**config.mk**
```make
export PLATFORM = sky130hd
export DESIGN_NAME = terminal_escape_key_decoder
export DESIGN_NICKNAME = d
export VERILOG_FILES = /design/src/hdl/tkd_pkg.sv /design/src/hdl/tkd_front.sv /design/src/hdl/tkd_queue.sv /design/src/hdl/tkd_back.sv /design/src/hdl/terminal_escape_key_decoder.sv
export SDC_FILE = /design/constraint.sdc
export NUM_CORES = 1
export LEC_CHECK = 0
export BUFFER_PORTS_ARGS = -buffer_cell sky130_fd_sc_hd__buf_2
export CAP_MARGIN = 20
export CORE_ASPECT_RATIO = 0.5
export CORE_UTILIZATION = 50
export CTS_CLUSTER_DIAMETER = 150
export DETAILED_ROUTE_END_ITERATION = 10
export PLACE_DENSITY_LB_ADDON = 0.12
export SYNTH_ARGS = -nofsm -noshare
export SYNTH_HDL_FRONTEND = slang
export SYNTH_SLANG_ARGS = --single-unit
```
**constraint.sdc**
```tcl
create_clock -name clk -period 6.84 [get_ports clk]
set_clock_uncertainty 0.15 [all_clocks]
set_input_delay 0.342 -clock clk [delete_from_list [all_inputs] [get_ports clk]]
set_output_delay 0.342 -clock clk [all_outputs]
set_load 0.005 [all_outputs]
```
**src/hdl/tkd_pkg.sv**
```systemverilog
// ----------------------------------------------------------------------------
// tkd_pkg
// Types, codes and key tables shared by the terminal escape key decoder.
// ----------------------------------------------------------------------------
package tkd_pkg;

  localparam logic [7:0]  CH_ESC    = 8'h1b;
  localparam logic [7:0]  CH_CSI    = 8'h9b;
  localparam logic [7:0]  CH_SS3    = 8'h8f;
  localparam logic [7:0]  CH_LBRACK = 8'h5b;
  localparam logic [7:0]  CH_O      = 8'h4f;
  localparam logic [7:0]  CH_SEMI   = 8'h3b;
  localparam logic [7:0]  CH_TILDE  = 8'h7e;
  localparam logic [7:0]  CH_U      = 8'h75;
  localparam logic [7:0]  CH_M      = 8'h4d;
  localparam logic [7:0]  CH_Z      = 8'h5a;
  localparam logic [20:0] ARG_ABSENT = 21'h1fffff;
  localparam logic [20:0] ARG_CAP    = 21'h1ffffe;
  localparam logic [20:0] CP_ARG     = 21'd27;
  localparam logic [20:0] FUNC_DEPTH = 21'd35;
  localparam logic [7:0]  MOD_SHIFT  = 8'h01;
  localparam logic [7:0]  MOD_ALT    = 8'h02;

  typedef enum logic [1:0] {
    ST_KEY     = 2'd0,
    ST_UNKNOWN = 2'd1,
    ST_PASS    = 2'd2,
    ST_MOUSE   = 2'd3
  } status_t;

  typedef enum logic [1:0] {
    KK_CODEPOINT = 2'd0,
    KK_KEYSYM    = 2'd1,
    KK_FUNC      = 2'd2
  } key_kind_t;

  typedef enum logic [1:0] {
    MODE_IDLE = 2'd0,
    MODE_ESC  = 2'd1,
    MODE_SEQ  = 2'd2
  } mode_t;

  typedef struct packed {
    status_t     status;
    key_kind_t   kind;
    logic [20:0] code;
    logic [7:0]  mods;
    logic [7:0]  raw;
  } res_t;

  typedef struct packed {
    res_t r0;
    res_t r1;
    logic two;
  } entry_t;

  // table entry: valid, function key flag, number
  typedef struct packed {
    logic       valid;
    logic       fn;
    logic [7:0] num;
  } tab_t;

  localparam res_t RES_ZERO = '{status: ST_KEY, kind: KK_CODEPOINT,
                                code: '0, mods: '0, raw: '0};

  function automatic tab_t sym(input logic [7:0] n);
    sym = '{valid: 1'b1, fn: 1'b0, num: n};
  endfunction

  function automatic tab_t fnk(input logic [7:0] n);
    fnk = '{valid: 1'b1, fn: 1'b1, num: n};
  endfunction

  function automatic tab_t func_rom(input logic [5:0] idx);
    tab_t t;
    t = '0;
    case (idx)
      6'd1:  t = sym(8'd26);
      6'd2:  t = sym(8'd27);
      6'd3:  t = sym(8'd28);
      6'd4:  t = sym(8'd29);
      6'd5:  t = sym(8'd30);
      6'd6:  t = sym(8'd31);
      6'd7:  t = sym(8'd6);
      6'd8:  t = sym(8'd5);
      6'd11: t = fnk(8'd1);
      6'd12: t = fnk(8'd2);
      6'd13: t = fnk(8'd3);
      6'd14: t = fnk(8'd4);
      6'd15: t = fnk(8'd5);
      6'd17: t = fnk(8'd6);
      6'd18: t = fnk(8'd7);
      6'd19: t = fnk(8'd8);
      6'd20: t = fnk(8'd9);
      6'd21: t = fnk(8'd10);
      6'd23: t = fnk(8'd11);
      6'd24: t = fnk(8'd12);
      6'd25: t = fnk(8'd13);
      6'd26: t = fnk(8'd14);
      6'd28: t = fnk(8'd15);
      6'd29: t = fnk(8'd16);
      6'd31: t = fnk(8'd17);
      6'd32: t = fnk(8'd18);
      6'd33: t = fnk(8'd19);
      6'd34: t = fnk(8'd20);
      default: t = '0;
    endcase
    return t;
  endfunction

  function automatic tab_t shared_rom(input logic [7:0] c);
    tab_t t;
    t = '0;
    case (c)
      8'h41: t = sym(8'd0);
      8'h42: t = sym(8'd1);
      8'h43: t = sym(8'd2);
      8'h44: t = sym(8'd3);
      8'h45: t = sym(8'd4);
      8'h46: t = sym(8'd5);
      8'h48: t = sym(8'd6);
      8'h50: t = fnk(8'd1);
      8'h51: t = fnk(8'd2);
      8'h52: t = fnk(8'd3);
      8'h53: t = fnk(8'd4);
      8'h5a: t = sym(8'd7);
      default: t = '0;
    endcase
    return t;
  endfunction

  // keypad: bits 15:8 ascii alternative, bits 7:0 keysym, 0 means none
  function automatic logic [15:0] keypad_rom(input logic [7:0] c);
    logic [15:0] k;
    k = '0;
    case (c)
      8'h4d: k = {8'h00, 8'd8};
      8'h58: k = {8'h3d, 8'd9};
      8'h6a: k = {8'h2a, 8'd10};
      8'h6b: k = {8'h2b, 8'd11};
      8'h6c: k = {8'h2c, 8'd12};
      8'h6d: k = {8'h2d, 8'd13};
      8'h6e: k = {8'h2e, 8'd14};
      8'h6f: k = {8'h2f, 8'd15};
      8'h70: k = {8'h30, 8'd16};
      8'h71: k = {8'h31, 8'd17};
      8'h72: k = {8'h32, 8'd18};
      8'h73: k = {8'h33, 8'd19};
      8'h74: k = {8'h34, 8'd20};
      8'h75: k = {8'h35, 8'd21};
      8'h76: k = {8'h36, 8'd22};
      8'h77: k = {8'h37, 8'd23};
      8'h78: k = {8'h38, 8'd24};
      8'h79: k = {8'h39, 8'd25};
      default: k = '0;
    endcase
    return k;
  endfunction

endpackage

```
**src/hdl/tkd_front.sv**
```systemverilog
// ----------------------------------------------------------------------------
// tkd_front
// Byte parser: tracks escape state, collects arguments and decodes finals
// into one queue entry of up to two results per input beat.
// ----------------------------------------------------------------------------
module tkd_front
  import tkd_pkg::*;
#(
  parameter int MAX_ARGS = 16
) (
  input  logic       clk,
  input  logic       rst_n,
  input  logic       convert_keypad,
  input  logic       take,
  input  logic       flush,
  input  logic [7:0] data_byte,
  output logic       push,
  output entry_t     push_entry
);

  localparam int IDX_W = $clog2(MAX_ARGS + 1);

  mode_t             mode_r, mode_nxt;
  logic              ss3_r, ss3_nxt;
  logic [20:0]       arg_r [3];
  logic [20:0]       arg_nxt [3];
  logic [IDX_W-1:0]  idx_r, idx_nxt;
  logic              ds_r, ds_nxt;

  logic [7:0]  mod_csi;
  logic [24:0] acc;
  logic [20:0] acc_base;
  tab_t        ent;
  logic [15:0] kp;
  res_t        csi_res, ss3_res, r0, r1;
  logic        any, two;

  function automatic res_t key_of(input tab_t t, input logic [7:0] m);
    res_t r;
    r = RES_ZERO;
    if (!t.valid) begin
      r.status = ST_UNKNOWN;
    end else begin
      r.kind = t.fn ? KK_FUNC : KK_KEYSYM;
      r.code = {13'd0, t.num};
      r.mods = m;
    end
    return r;
  endfunction

  function automatic res_t pass_of(input logic [7:0] b);
    res_t r;
    r = RES_ZERO;
    r.status = ST_PASS;
    r.raw = b;
    return r;
  endfunction

  function automatic res_t cp_of(input logic [20:0] c, input logic [7:0] m);
    res_t r;
    r = RES_ZERO;
    r.code = c;
    r.mods = m;
    return r;
  endfunction

  // csi final decode
  always_comb begin
    mod_csi = (arg_r[1] == ARG_ABSENT) ? 8'd0 : arg_r[1][7:0] - 8'd1;
    ent = '0;
    csi_res = RES_ZERO;
    if (data_byte == CH_TILDE) begin
      if (arg_r[0] == CP_ARG) begin
        csi_res = cp_of(arg_r[2], mod_csi);
      end else begin
        if (arg_r[0] < FUNC_DEPTH) ent = func_rom(arg_r[0][5:0]);
        csi_res = key_of(ent, mod_csi);
      end
    end else if (data_byte == CH_U) begin
      csi_res = cp_of(arg_r[0], mod_csi);
    end else if (data_byte == CH_M) begin
      csi_res.status = ST_MOUSE;
    end else begin
      csi_res = key_of(shared_rom(data_byte),
                       (data_byte == CH_Z) ? (mod_csi | MOD_SHIFT) : mod_csi);
    end
  end

  // ss3 final decode
  always_comb begin
    kp = keypad_rom(data_byte);
    ss3_res = RES_ZERO;
    if (data_byte[7:6] != 2'b01) begin
      ss3_res.status = ST_UNKNOWN;
    end else if (shared_rom(data_byte).valid) begin
      ss3_res = key_of(shared_rom(data_byte),
                       (data_byte == CH_Z) ? MOD_SHIFT : 8'd0);
    end else if (kp == 16'd0) begin
      ss3_res.status = ST_UNKNOWN;
    end else if (convert_keypad && kp[15:8] != 8'd0) begin
      ss3_res = cp_of({13'd0, kp[15:8]}, 8'd0);
    end else begin
      ss3_res.kind = KK_KEYSYM;
      ss3_res.code = {13'd0, kp[7:0]};
    end
  end

  // decimal accumulate, v*10 + digit with saturation
  always_comb begin
    acc_base = ds_r ? arg_r[idx_r[1:0]] : 21'd0;
    acc = {1'b0, acc_base, 3'b000} + {3'b000, acc_base, 1'b0}
        + {21'd0, data_byte[3:0]};
  end

  always_comb begin
    mode_nxt = mode_r;
    ss3_nxt  = ss3_r;
    arg_nxt  = arg_r;
    idx_nxt  = idx_r;
    ds_nxt   = ds_r;
    r0  = RES_ZERO;
    r1  = RES_ZERO;
    any = 1'b0;
    two = 1'b0;
    if (flush) begin
      if (mode_r == MODE_ESC) begin
        r0  = pass_of(CH_ESC);
        any = 1'b1;
      end else if (mode_r == MODE_SEQ) begin
        r0  = cp_of({13'd0, ss3_r ? CH_O : CH_LBRACK}, MOD_ALT);
        any = 1'b1;
      end
      mode_nxt = MODE_IDLE;
      ss3_nxt  = 1'b0;
      arg_nxt  = '{ARG_ABSENT, ARG_ABSENT, ARG_ABSENT};
      idx_nxt  = '0;
      ds_nxt   = 1'b0;
    end else begin
      case (mode_r)
        MODE_ESC: begin
          if (data_byte == CH_LBRACK || data_byte == CH_O) begin
            mode_nxt = MODE_SEQ;
            ss3_nxt  = (data_byte == CH_O);
            arg_nxt  = '{ARG_ABSENT, ARG_ABSENT, ARG_ABSENT};
            idx_nxt  = '0;
            ds_nxt   = 1'b0;
          end else begin
            r0  = pass_of(CH_ESC);
            any = 1'b1;
            mode_nxt = MODE_IDLE;
            if (data_byte == CH_ESC) begin
              mode_nxt = MODE_ESC;
            end else if (data_byte == CH_CSI || data_byte == CH_SS3) begin
              mode_nxt = MODE_SEQ;
              ss3_nxt  = (data_byte == CH_SS3);
              arg_nxt  = '{ARG_ABSENT, ARG_ABSENT, ARG_ABSENT};
              idx_nxt  = '0;
              ds_nxt   = 1'b0;
            end else begin
              r1  = pass_of(data_byte);
              two = 1'b1;
            end
          end
        end
        MODE_SEQ: begin
          if (ss3_r || data_byte[7:6] == 2'b01) begin
            r0  = ss3_r ? ss3_res : csi_res;
            any = 1'b1;
            mode_nxt = MODE_IDLE;
            ss3_nxt  = 1'b0;
            arg_nxt  = '{ARG_ABSENT, ARG_ABSENT, ARG_ABSENT};
            idx_nxt  = '0;
            ds_nxt   = 1'b0;
          end else if (idx_r < IDX_W'(MAX_ARGS)) begin
            if (data_byte >= 8'h30 && data_byte <= 8'h39) begin
              if (idx_r < IDX_W'(3)) begin
                arg_nxt[idx_r[1:0]] = (acc > {4'd0, ARG_CAP}) ? ARG_CAP : acc[20:0];
              end
              ds_nxt = 1'b1;
            end else if (data_byte == CH_SEMI) begin
              idx_nxt = idx_r + IDX_W'(1);
              ds_nxt  = 1'b0;
            end
          end
        end
        default: begin
          if (data_byte == CH_ESC) begin
            mode_nxt = MODE_ESC;
          end else if (data_byte == CH_CSI || data_byte == CH_SS3) begin
            mode_nxt = MODE_SEQ;
            ss3_nxt  = (data_byte == CH_SS3);
            arg_nxt  = '{ARG_ABSENT, ARG_ABSENT, ARG_ABSENT};
            idx_nxt  = '0;
            ds_nxt   = 1'b0;
          end else begin
            r0  = pass_of(data_byte);
            any = 1'b1;
          end
        end
      endcase
    end
  end

  always_ff @(posedge clk) begin
    if (!rst_n) begin
      mode_r <= MODE_IDLE;
      ss3_r  <= 1'b0;
      arg_r  <= '{ARG_ABSENT, ARG_ABSENT, ARG_ABSENT};
      idx_r  <= '0;
      ds_r   <= 1'b0;
    end else if (take) begin
      mode_r <= mode_nxt;
      ss3_r  <= ss3_nxt;
      arg_r  <= arg_nxt;
      idx_r  <= idx_nxt;
      ds_r   <= ds_nxt;
    end
  end

  assign push       = take && any;
  assign push_entry = '{r0: r0, r1: r1, two: two};

`ifndef SYNTHESIS
  a_args_clear_outside_seq: assert property (@(posedge clk) disable iff (!rst_n)
    mode_r != MODE_SEQ |-> (idx_r == '0 && !ds_r && arg_r[0] == ARG_ABSENT))
    else $error("argument state not cleared outside a sequence");
  a_ss3_only_in_seq: assert property (@(posedge clk) disable iff (!rst_n)
    ss3_r |-> mode_r == MODE_SEQ)
    else $error("ss3 flag set outside a sequence");
  a_flush_to_idle: assert property (@(posedge clk) disable iff (!rst_n)
    take && flush |=> mode_r == MODE_IDLE)
    else $error("flush did not return parser to idle");
`endif

endmodule

```
**src/hdl/tkd_queue.sv**
```systemverilog
// ----------------------------------------------------------------------------
// tkd_queue
// Two-entry queue of decoded result pairs between parser and output stage.
// ----------------------------------------------------------------------------
module tkd_queue
  import tkd_pkg::*;
(
  input  logic   clk,
  input  logic   rst_n,
  input  logic   push,
  input  entry_t push_entry,
  input  logic   pop,
  output entry_t head,
  output logic   empty,
  output logic   full
);

  entry_t     q_r [2];
  logic       wr_r, rd_r;
  logic [1:0] cnt_r;

  assign empty = (cnt_r == 2'd0);
  assign full  = (cnt_r == 2'd2);
  assign head  = q_r[rd_r];

  always_ff @(posedge clk) begin
    if (push) q_r[wr_r] <= push_entry;
  end

  always_ff @(posedge clk) begin
    if (!rst_n) begin
      wr_r  <= 1'b0;
      rd_r  <= 1'b0;
      cnt_r <= 2'd0;
    end else begin
      if (push) wr_r <= ~wr_r;
      if (pop)  rd_r <= ~rd_r;
      cnt_r <= cnt_r + {1'b0, push} - {1'b0, pop};
    end
  end

`ifndef SYNTHESIS
  a_no_overflow: assert property (@(posedge clk) disable iff (!rst_n)
    !(push && full))
    else $error("push into full queue");
  a_no_underflow: assert property (@(posedge clk) disable iff (!rst_n)
    !(pop && empty))
    else $error("pop from empty queue");
  a_count_range: assert property (@(posedge clk) disable iff (!rst_n)
    cnt_r != 2'd3)
    else $error("queue count out of range");
`endif

endmodule

```
**src/hdl/tkd_back.sv**
```systemverilog
// ----------------------------------------------------------------------------
// tkd_back
// Output stage: splits each queue entry into one or two result beats and
// holds them in an output register.
// ----------------------------------------------------------------------------
module tkd_back
  import tkd_pkg::*;
(
  input  logic   clk,
  input  logic   rst_n,
  input  entry_t head,
  input  logic   empty,
  output logic   pop,
  output logic   out_valid,
  input  logic   out_ready,
  output res_t   out_res,
  output logic   out_last
);

  logic valid_r, valid_nxt;
  logic half_r, half_nxt;
  res_t res_r, res_nxt;
  logic last_r, last_nxt;
  logic load;

  assign load = !valid_r || out_ready;

  always_comb begin
    valid_nxt = valid_r && !out_ready;
    half_nxt  = half_r;
    res_nxt   = res_r;
    last_nxt  = last_r;
    pop       = 1'b0;
    if (load) begin
      if (half_r) begin
        // second result of a pair
        valid_nxt = 1'b1;
        res_nxt   = head.r1;
        last_nxt  = 1'b1;
        half_nxt  = 1'b0;
        pop       = 1'b1;
      end else if (!empty) begin
        valid_nxt = 1'b1;
        res_nxt   = head.r0;
        last_nxt  = !head.two;
        half_nxt  = head.two;
        pop       = !head.two;
      end
    end
  end

  always_ff @(posedge clk) begin
    res_r  <= res_nxt;
    last_r <= last_nxt;
  end

  always_ff @(posedge clk) begin
    if (!rst_n) begin
      valid_r <= 1'b0;
      half_r  <= 1'b0;
    end else begin
      valid_r <= valid_nxt;
      half_r  <= half_nxt;
    end
  end

  assign out_valid = valid_r;
  assign out_res   = res_r;
  assign out_last  = last_r;

`ifndef SYNTHESIS
  a_half_has_head: assert property (@(posedge clk) disable iff (!rst_n)
    half_r |-> !empty)
    else $error("pending second result without queue entry");
  a_half_not_last: assert property (@(posedge clk) disable iff (!rst_n)
    half_r |-> (valid_r && !last_r))
    else $error("first result of a pair marked last");
`endif

endmodule

```
**src/hdl/terminal_escape_key_decoder.sv**
```systemverilog
// ----------------------------------------------------------------------------
// terminal_escape_key_decoder
// Terminal byte stream to key events: CSI/SS3 parsing, argument collection,
// final-byte decode and passthrough.
// ----------------------------------------------------------------------------
// One input beat is accepted per clock while the two-entry result queue has
// room; each beat yields zero, one or two result beats. The output stage
// delivers one result beat per clock while out_tready is high; a beat that
// yields two results (a lone ESC then an ordinary byte) gives two output
// beats; otherwise one input beat per cycle is sustained while out_tready is
// high. Results pass the queue, then the output register. Configuration is
// accepted at any time and must only be written while the block is idle.
module terminal_escape_key_decoder
  import tkd_pkg::*;
#(
  parameter int MAX_ARGS = 16
) (
  input  logic        clk,
  input  logic        rst_n,
  input  logic        cfg_valid,
  output logic        cfg_ready,
  input  logic [0:0]  cfg_data,     // convert_keypad
  input  logic        in_tvalid,
  output logic        in_tready,
  input  logic [7:0]  in_tdata,     // data_byte
  input  logic        in_tuser,     // action
  output logic        out_tvalid,
  input  logic        out_tready,
  output logic [39:0] out_tdata,    // key_kind, key_code, modifiers, raw_byte, pad
  output logic [1:0]  out_tuser,    // status
  output logic        out_tlast     // last
);

  logic   convert_keypad_r;
  logic   take, push, pop, empty, full;
  entry_t push_entry, head;
  res_t   res;

  assign cfg_ready = 1'b1;

  always_ff @(posedge clk) begin
    if (!rst_n) begin
      convert_keypad_r <= 1'b0;
    end else if (cfg_valid) begin
      convert_keypad_r <= cfg_data[0];
    end
  end

  assign in_tready = !full;
  assign take      = in_tvalid && !full;

  tkd_front #(.MAX_ARGS(MAX_ARGS)) u_front (
    .clk           (clk),
    .rst_n         (rst_n),
    .convert_keypad(convert_keypad_r),
    .take          (take),
    .flush         (in_tuser),
    .data_byte     (in_tdata),
    .push          (push),
    .push_entry    (push_entry)
  );

  tkd_queue u_queue (
    .clk       (clk),
    .rst_n     (rst_n),
    .push      (push),
    .push_entry(push_entry),
    .pop       (pop),
    .head      (head),
    .empty     (empty),
    .full      (full)
  );

  tkd_back u_back (
    .clk      (clk),
    .rst_n    (rst_n),
    .head     (head),
    .empty    (empty),
    .pop      (pop),
    .out_valid(out_tvalid),
    .out_ready(out_tready),
    .out_res  (res),
    .out_last (out_tlast)
  );

  assign out_tdata = {1'b0, res.raw, res.mods, res.code, res.kind};
  assign out_tuser = res.status;

endmodule
```
# Word-level counts from Yosys, hierarchy flattened
# Memory sizes are Yosys's and may differ from the RTL's. A register that Yosys moved wholly into a read port is not among the register bits.
# Cells that the tools add are included.
[totals] output_inout_bits=46 inputBits=15 elab_cells=238 regBits=121 n_memories=2 romBits=448 ramBits=166
[classes] bitwise=3 n_reduce_logical=24 n_addsub=6 order_cmp=8 mux=124 eq_ne=52
[mem_list] memory="(no name shown)" words=64 word_bits=7 read_ports=1 rd_ports_with_merged_regs=1 write_ports=0 line_no="tkd_pkg.sv:78" rtl="case (idx)"
[mem_list] memory="u_queue.q_r" words=2 word_bits=83 read_ports=1 rd_ports_with_merged_regs=1 write_ports=1 line_no="tkd_queue.sv:18" rtl="entry_t q_r [2];"
[ops] operator="$mux 41" n=14
[ops] operator="$mux 63" n=8
[ops] operator="$eq 8x7->1 const B" n=33
[ops] operator="$pmux 14 s18" n=1
[ops] operator="$pmux 63 s2" n=1
[ops] operator="$pmux 10 s12" n=1
[ops] operator="$mux 39" n=3
[ops] operator="$mux 21" n=5
[ops] operator="$mux 31" n=3
[ops] operator="$mux 10" n=9
[ops] operator="$pmux 41 s2" n=1
[ops] operator="$mux 40" n=2
[ops] operator="$bwmux 63" n=1
[ops] operator="$mux 5" n=9
[ops] operator="$mux 1" n=43
[ops] operator="$bmux 21 s2" n=1
[ops] operator="$demux 21 s2" n=1
[ops] operator="$add 24x22->25" n=1
[ops] operator="$add 25x4->25" n=1
[ops] operator="$gt 25x21->1 const B" n=1
[ops] operator="$mux 24" n=1
[ops] operator="$mux 2" n=11
[ops] operator="$mux 22" n=1
[ops] operator="$eq 21x21->1 const B" n=1
[ops] operator="other kinds (39)" n=64

# Longest topological paths before layout
[depth] depth_word=18 mapped_depth=25 depth_no_buf=23

# By module
# Synthesis repeated with hierarchy kept, for this count alone.
[unflattened] cells_unflattened=1737 area_unflattened_um2=17996.0
[by_module_without_submodules] module="tkd_front" instances=1 area_each_um2=9359.0 cells_each=1348 seq_area_each_um2=1581.5
[by_module_without_submodules] module="tkd_queue" instances=1 area_each_um2=6502.5 cells_each=279 seq_area_each_um2=5084.9
[by_module_without_submodules] module="tkd_back" instances=1 area_each_um2=2065.7 cells_each=101 seq_area_each_um2=1301.2
[by_module_without_submodules] module="terminal_escape_key_decoder" instances=1 area_each_um2=68.8 cells_each=9 seq_area_each_um2=20.0

# Worst setup path before layout
# No wires, ideal clock.
[synth_timing] path_kind="flip-flop to flip-flop" startpoint="reg u_front.idx_r[0]" endpoint="reg (tool-made name)" t_required_ns=6.598 setup_time_ns=0.092 slack_ns=1.176 arrival_time_ns=5.422 n_path_buf=2 synth_period_minus_slack_ns=5.664 path_stages_with_launch=26 path_cell_list="dfxtp_1 -> buf_2 -> inv_1 -> nor2_1 -> clkbuf_1 -> a21oi_1 -> nor2b_1 -> ha_1 -> ha_1 -> fa_1 -> a211oi_2 -> o21ai_2 -> a21oi_1 -> xnor2_1 -> o2111ai_1 -> nor4_1 -> a2111oi_0 -> o211ai_1 -> nand2_1 -> inv_1 -> ha_1 -> nand2_1 -> mux2_1 -> o211ai_1 -> a31oi_1 -> nor4_1"
[synth_rtl] element="start, declared" line_no="tkd_front.sv:27" rtl="logic [IDX_W-1:0] idx_r, idx_nxt;"
[synth_rtl] element="start signal, assigned" line_no="tkd_front.sv:215" rtl="idx_r <= idx_nxt;"

==> results.env <==
TIMING.REG2REG.WORST_PATH_DEPTH=24
TIMING.CRITICAL_PATH.FANOUT_MAX=18
GRT_PASS1_WL_UM=60530
DRC=0
YS_WARN_COUNT=0
POST_SYNTHESIS_CELL_TYPE_WITH_THE_LARGEST_COMBINED_AREA='sky130_fd_sc_hd__edfxtp_1'
RSZ_0062_RAISED_AFTER_GLOBAL_ROUTING='false'
RUN_STATUS='completed'
CTS_SETUP_BUFFERS=0
TRITONCTS='built'
SYN_TO_FINAL_GROWTH_PCT=8.803
WORST_SKEW_PAIR.LATE_LATENCY_NS=0.53
DIE_W_UM=236.2
GRT_ANTENNA_BEFORE_REPAIR=0
DRT-TOTAL-WL_UM=39120
FIN_SETUP_TNS_NS=0
SHARE_CLK_OF_TOTAL_POWER_PCT=34.7
WORST-ENDPOINT-ARRIVAL_NS=6.52
PLACE_INST=1826
MIN_DELAY_PATH_DEPTH=2
MULTIINPUTGATEAREA_UM2=7148
SYNTH-EDFF-COUNT=142
COMB_POWER_SHARE_PCT=17.0
DIE_H_UM=119.1
YS_FF_LATCH=229
SYNTH_FP_NETS=1586
SYNTHESIS.INSTANCES=1512
P_INT_mW=2.648
PLACE_HPWL_UM=27770
FINAL_PERIOD_UTIL_PCT=91.35
SYNTHDOMINANTCELLAREASHARE_PCT=31.09
CELL_CHAIN_OF_THE_CRITICAL_PATH='buf_4, mux2i_1, nor2_1, a21oi_1, nor2b_1, ha_1, ha_1, nand2_1, or3_1, a21oi_2, nor3_1, nor3b_1, and4_1, a2111oi_0, o211ai_1, buf_4, nand2_1, inv_1, ha_1, nand2_1, mux2_1, o211ai_1, a21oi_1, nor4_1'
SYNTH_TOP_FLOP_CELL='sky130_fd_sc_hd__edfxtp_1'
CP_DATA_REQUIRED_TIME_NS=7.12
CRITICAL-PATH-SLOWEST-CELL='sky130_fd_sc_hd__dfxtp_2'
ROUTE.ANTENNA.REMAINING_NETS=0
NUMCTSBUFFERS=22
POST_DRT_WL_PER_CELL_UM=20.93
WORSTPATHBUFFERINVERTERCOUNT=3
START_UTIL_PCT=51.38
IO_PINS=61
ROUTED_VIA_DENSITY=6.234
ASYNC_FLOP_SHARE_PCT=0
VDD_IR_DROP_MAX_uV=204.6
CRITICAL-PATH-TOP-DELAY-FAMILY='simple AND/OR/NAND/NOR gates'
LAYOUT-DRIVE-GT1-SHARE_PCT=10.68
YOSYS.CELL_COUNT.TOP_TYPE='sky130_fd_sc_hd__nor2_1'
P_PER_AREA_nW_PER_UM2=241.7
WORSTHOLDENDPOINT='u_queue.q_r[1][7]'
TIMING.FINAL.MAX_SLEW_VIOLATIONS=0
REG_TO_REG_SETUP_TIMING_SLACK_NS=0.59
NUMBER_OF_NETS_IN_THE_FINAL_LAYOUT=1575
VIA_COUNT_OF_THE_FIRST_GLOBAL_ROUTING_PASS=10395
STATIC-LEAKAGE-POWER_nW=5.842
IO_BUFFER_COUNT=58
POWER.SWITCHING_FRACTION_PCT=26.58
WORST-SETUP-PATH-TYPE='register to register'
TIMING.FINAL.CRIT_PERIOD_NS=6.248
SETUP_VIOLATORS_FINAL=0
STD_CELL_ROWS=42
TRITONCTS_NUM_SINKS=229
DRV.MAX_CAP_VIOLATION_COUNT=0
SYNTHDISTINCTLIBCELLS=96
PWR-SHARE-SEQ_PCT=48.3
YS_TOP_CELLS_BY_COUNT='sky130_fd_sc_hd__nor2_1 (200), sky130_fd_sc_hd__edfxtp_1 (142), sky130_fd_sc_hd__nand2_1 (136)'
GLOBALROUTETOTALUTIL_PCT=27.39
CTS.HTREE.LEVELS=1
CLK_TRANSITION_REPORTED_PATHS_NS=0.07
FMAX_MHz=160.1
SYNTH.AREA.TOP_CELLS='sky130_fd_sc_hd__edfxtp_1 (31%), sky130_fd_sc_hd__dfxtp_1 (13%), sky130_fd_sc_hd__nor2_1 (5.5%)'
GPL.FINAL_WEIGHTED_CONGESTION=0.9183
DRT_FIRST_PASS_ITERS=5
DESIGN.CORE.AREA_UM2=26700
DIODE_INSERTION_COUNT_FOR_ANTENNA_REPAIR=0
WORST_R2R_STARTPOINT='u_front.idx_r[1]'
FINAL.FILL_COUNT=2400
FINAL-HOLD-VIOLATION-COUNT=0
FINAL_CELLS=1869
WORST_SLEW_PIN_SLEW_NS=1.068
TOTAL_VIA_COUNT_AFTER_DETAILED_ROUTING=11652
SLEW_HEADROOM_PCT=28.61
SETUP.WORST_PATH.START_CLASS='register'
HP-CLASS='primary input to register'
SEQ_AREA_FRAC_SYNTH_PCT=43.79
HOLDCRITSTARTPOINT='in_tdata[6]'
SEQ_AREA_UM2=6008
TOTAL_SWITCHING_POWER_mW=0.9585
GLOBAL_ROUTE.OVERFLOW_TOTAL=0
MAXIMUM_NUMBER_OF_PINS_ON_ONE_NET_BEFORE_GLOBAL_ROUTE_REPAIR=65
DR.FIRST_ITER.DRC_COUNT=1431
SYNTH_CELL_AREA_UM2=13720
CRITICAL_PATH.ENDPOINT_TYPE='register'
CTS_ROOT_BUFFER='sky130_fd_sc_hd__clkbuf_16'
AVERAGE_FOOTPRINT_OF_A_SYNTHESIZED_CELL_UM2=9.071
CLOCKBUFFERDEPTH=3
CRIT_PATH_MAX_INCR_DELAY_NS=0.63
DIE-AREA_UM2=28140
==> metal layers <==
| layer | up-vias | track usage [%] | wire, um | part of all wire, % |
|---|---|---|---|---|
| met1 | 5548 | 44.89 | 19550 | 50 |
| met4 | 0 | 4.708 | 568 | 1.5 |
| met5 | - | 0 | 0 | 0 |
| met3 | 41 | 4.636 | 3750 | 9.6 |
| li1 | 5496 | - | - | - |
| met2 | 567 | 37.13 | 15260 | 39 |
==> cell families after synthesis <==
group | synth area share (%)
AOI/OAI and AO/OA | 18.63
xor gates and xnor gates | 1.916
adders and majority gates | 5.437
buffers and inverters | 4.479
DFF | 43.79
muxes | 5.857
other | 0.05475
and+or+nand+nor | 19.84
==> per-stage QoR <==
step           hold WS (ns)  setup WS, ns  total power, mW  area, um^2  util, %
3_5_place_dp         0.3505        0.3712            2.400       14150    53.00
3_3_place_gp         0.3443        0.4845            2.387       14150    53.00
4_1_cts             0.05085        0.3355            3.640       14900    55.82
2_1_floorplan        0.3263         1.176            2.159       13720        -
5_1_grt             0.08248       0.09070            3.753       14920    55.90
6_report            0.06008        0.5919            3.606       14920    55.90
==> power groups by stage <==
stage	Sequential (mW)	Clock [mW]	Combinational, mW
CTS	1.75	1.27	0.628
floorplan	1.80	0	0.362
detailed placement	1.77	0	0.626
global placement	1.77	0	0.616
global route	1.76	1.32	0.678
finish	1.74	1.25	0.614
==> placed cells by master, fill, tap and decap left out, types with 11 or more instances in the layout <==
cell type	netlist	layout
sky130_fd_sc_hd__dfxtp_1	87	85
sky130_fd_sc_hd__a22oi_1	19	19
sky130_fd_sc_hd__nand2_1	136	136
sky130_fd_sc_hd__edfxtp_1	142	142
sky130_fd_sc_hd__nor2b_1	27	27
sky130_fd_sc_hd__and3_1	11	11
sky130_fd_sc_hd__buf_2	13	58
sky130_fd_sc_hd__nor2_1	200	196
sky130_fd_sc_hd__nor3_1	29	28
sky130_fd_sc_hd__ha_1	58	58
sky130_fd_sc_hd__a21oi_1	128	127
sky130_fd_sc_hd__o21ai_0	97	97
sky130_fd_sc_hd__nand3_1	66	66
sky130_fd_sc_hd__clkbuf_16	0	22
sky130_fd_sc_hd__a211oi_1	14	14
sky130_fd_sc_hd__nand4_1	18	18
sky130_fd_sc_hd__a31oi_1	23	23
sky130_fd_sc_hd__xnor2_1	24	24
sky130_fd_sc_hd__o31ai_1	15	15
sky130_fd_sc_hd__buf_4	5	20
sky130_fd_sc_hd__and2_1	19	19
sky130_fd_sc_hd__mux2i_1	60	60
sky130_fd_sc_hd__nand2b_1	13	13
sky130_fd_sc_hd__inv_1	28	28
==> cell type report <==
cell class | instances | area share (%)
Sequential cell | 229 | 40.26
Inverter | 30 | 0.7546
Clock inverter | 7 | 0.6791
Timing Repair Buffer | 81 | 3.220
Multi-Input combinational cell | 1137 | 47.90
Tap cell | 352 | 2.951
Clock buffer | 33 | 4.234
==> repair_timing <==
item | CTS | global route
endpoints found under the setup margin | 0 | 1
hold buffers | 2 | 0
gates resized for setup | 0 | 1
endpoints found under the hold margin | 1 | 0
==> how the worst max path moves through the flow <==
stage / start / end / slack [ns] / cells past startpoint
detailed placement: u_front.idx_r[1] / register / 0.37 / 24
global route: u_front.idx_r[1] / register / 0.09 / 24
finish: u_front.idx_r[1] / register / 0.59 / 24
CTS: u_front.idx_r[1] / register / 0.34 / 24
floorplan: u_front.idx_r[0] / register / 1.18 / 25
global placement: u_front.idx_r[1] / register / 0.48 / 24
==> worst register-to-register path: cells and delay by family (launching register included) <==
kind            cells  cell delay (ns)
mux                 2             0.52
simple gates       10             2.14
compound gates      6             1.03
fa+ha+maj           3             1.03
buf+inv             3             0.68
flops               1             0.63
==> state kept, by name (all words and copies together), names as in the netlist, named ones only <==
register          cells
convert_keypad_r      1
u_back.half_r         1
u_back.out_last       1
u_back.out_res       41
u_back.out_valid      1
u_front.arg_r        63
u_front.ds_r          1
u_front.idx_r         5
u_front.mode_r        2
u_front.ss3_r         1
u_queue.cnt_r         2
u_queue.q_r         100
u_queue.rd_r          1
u_queue.wr_r          1
(Power assumes the default switching activity.)
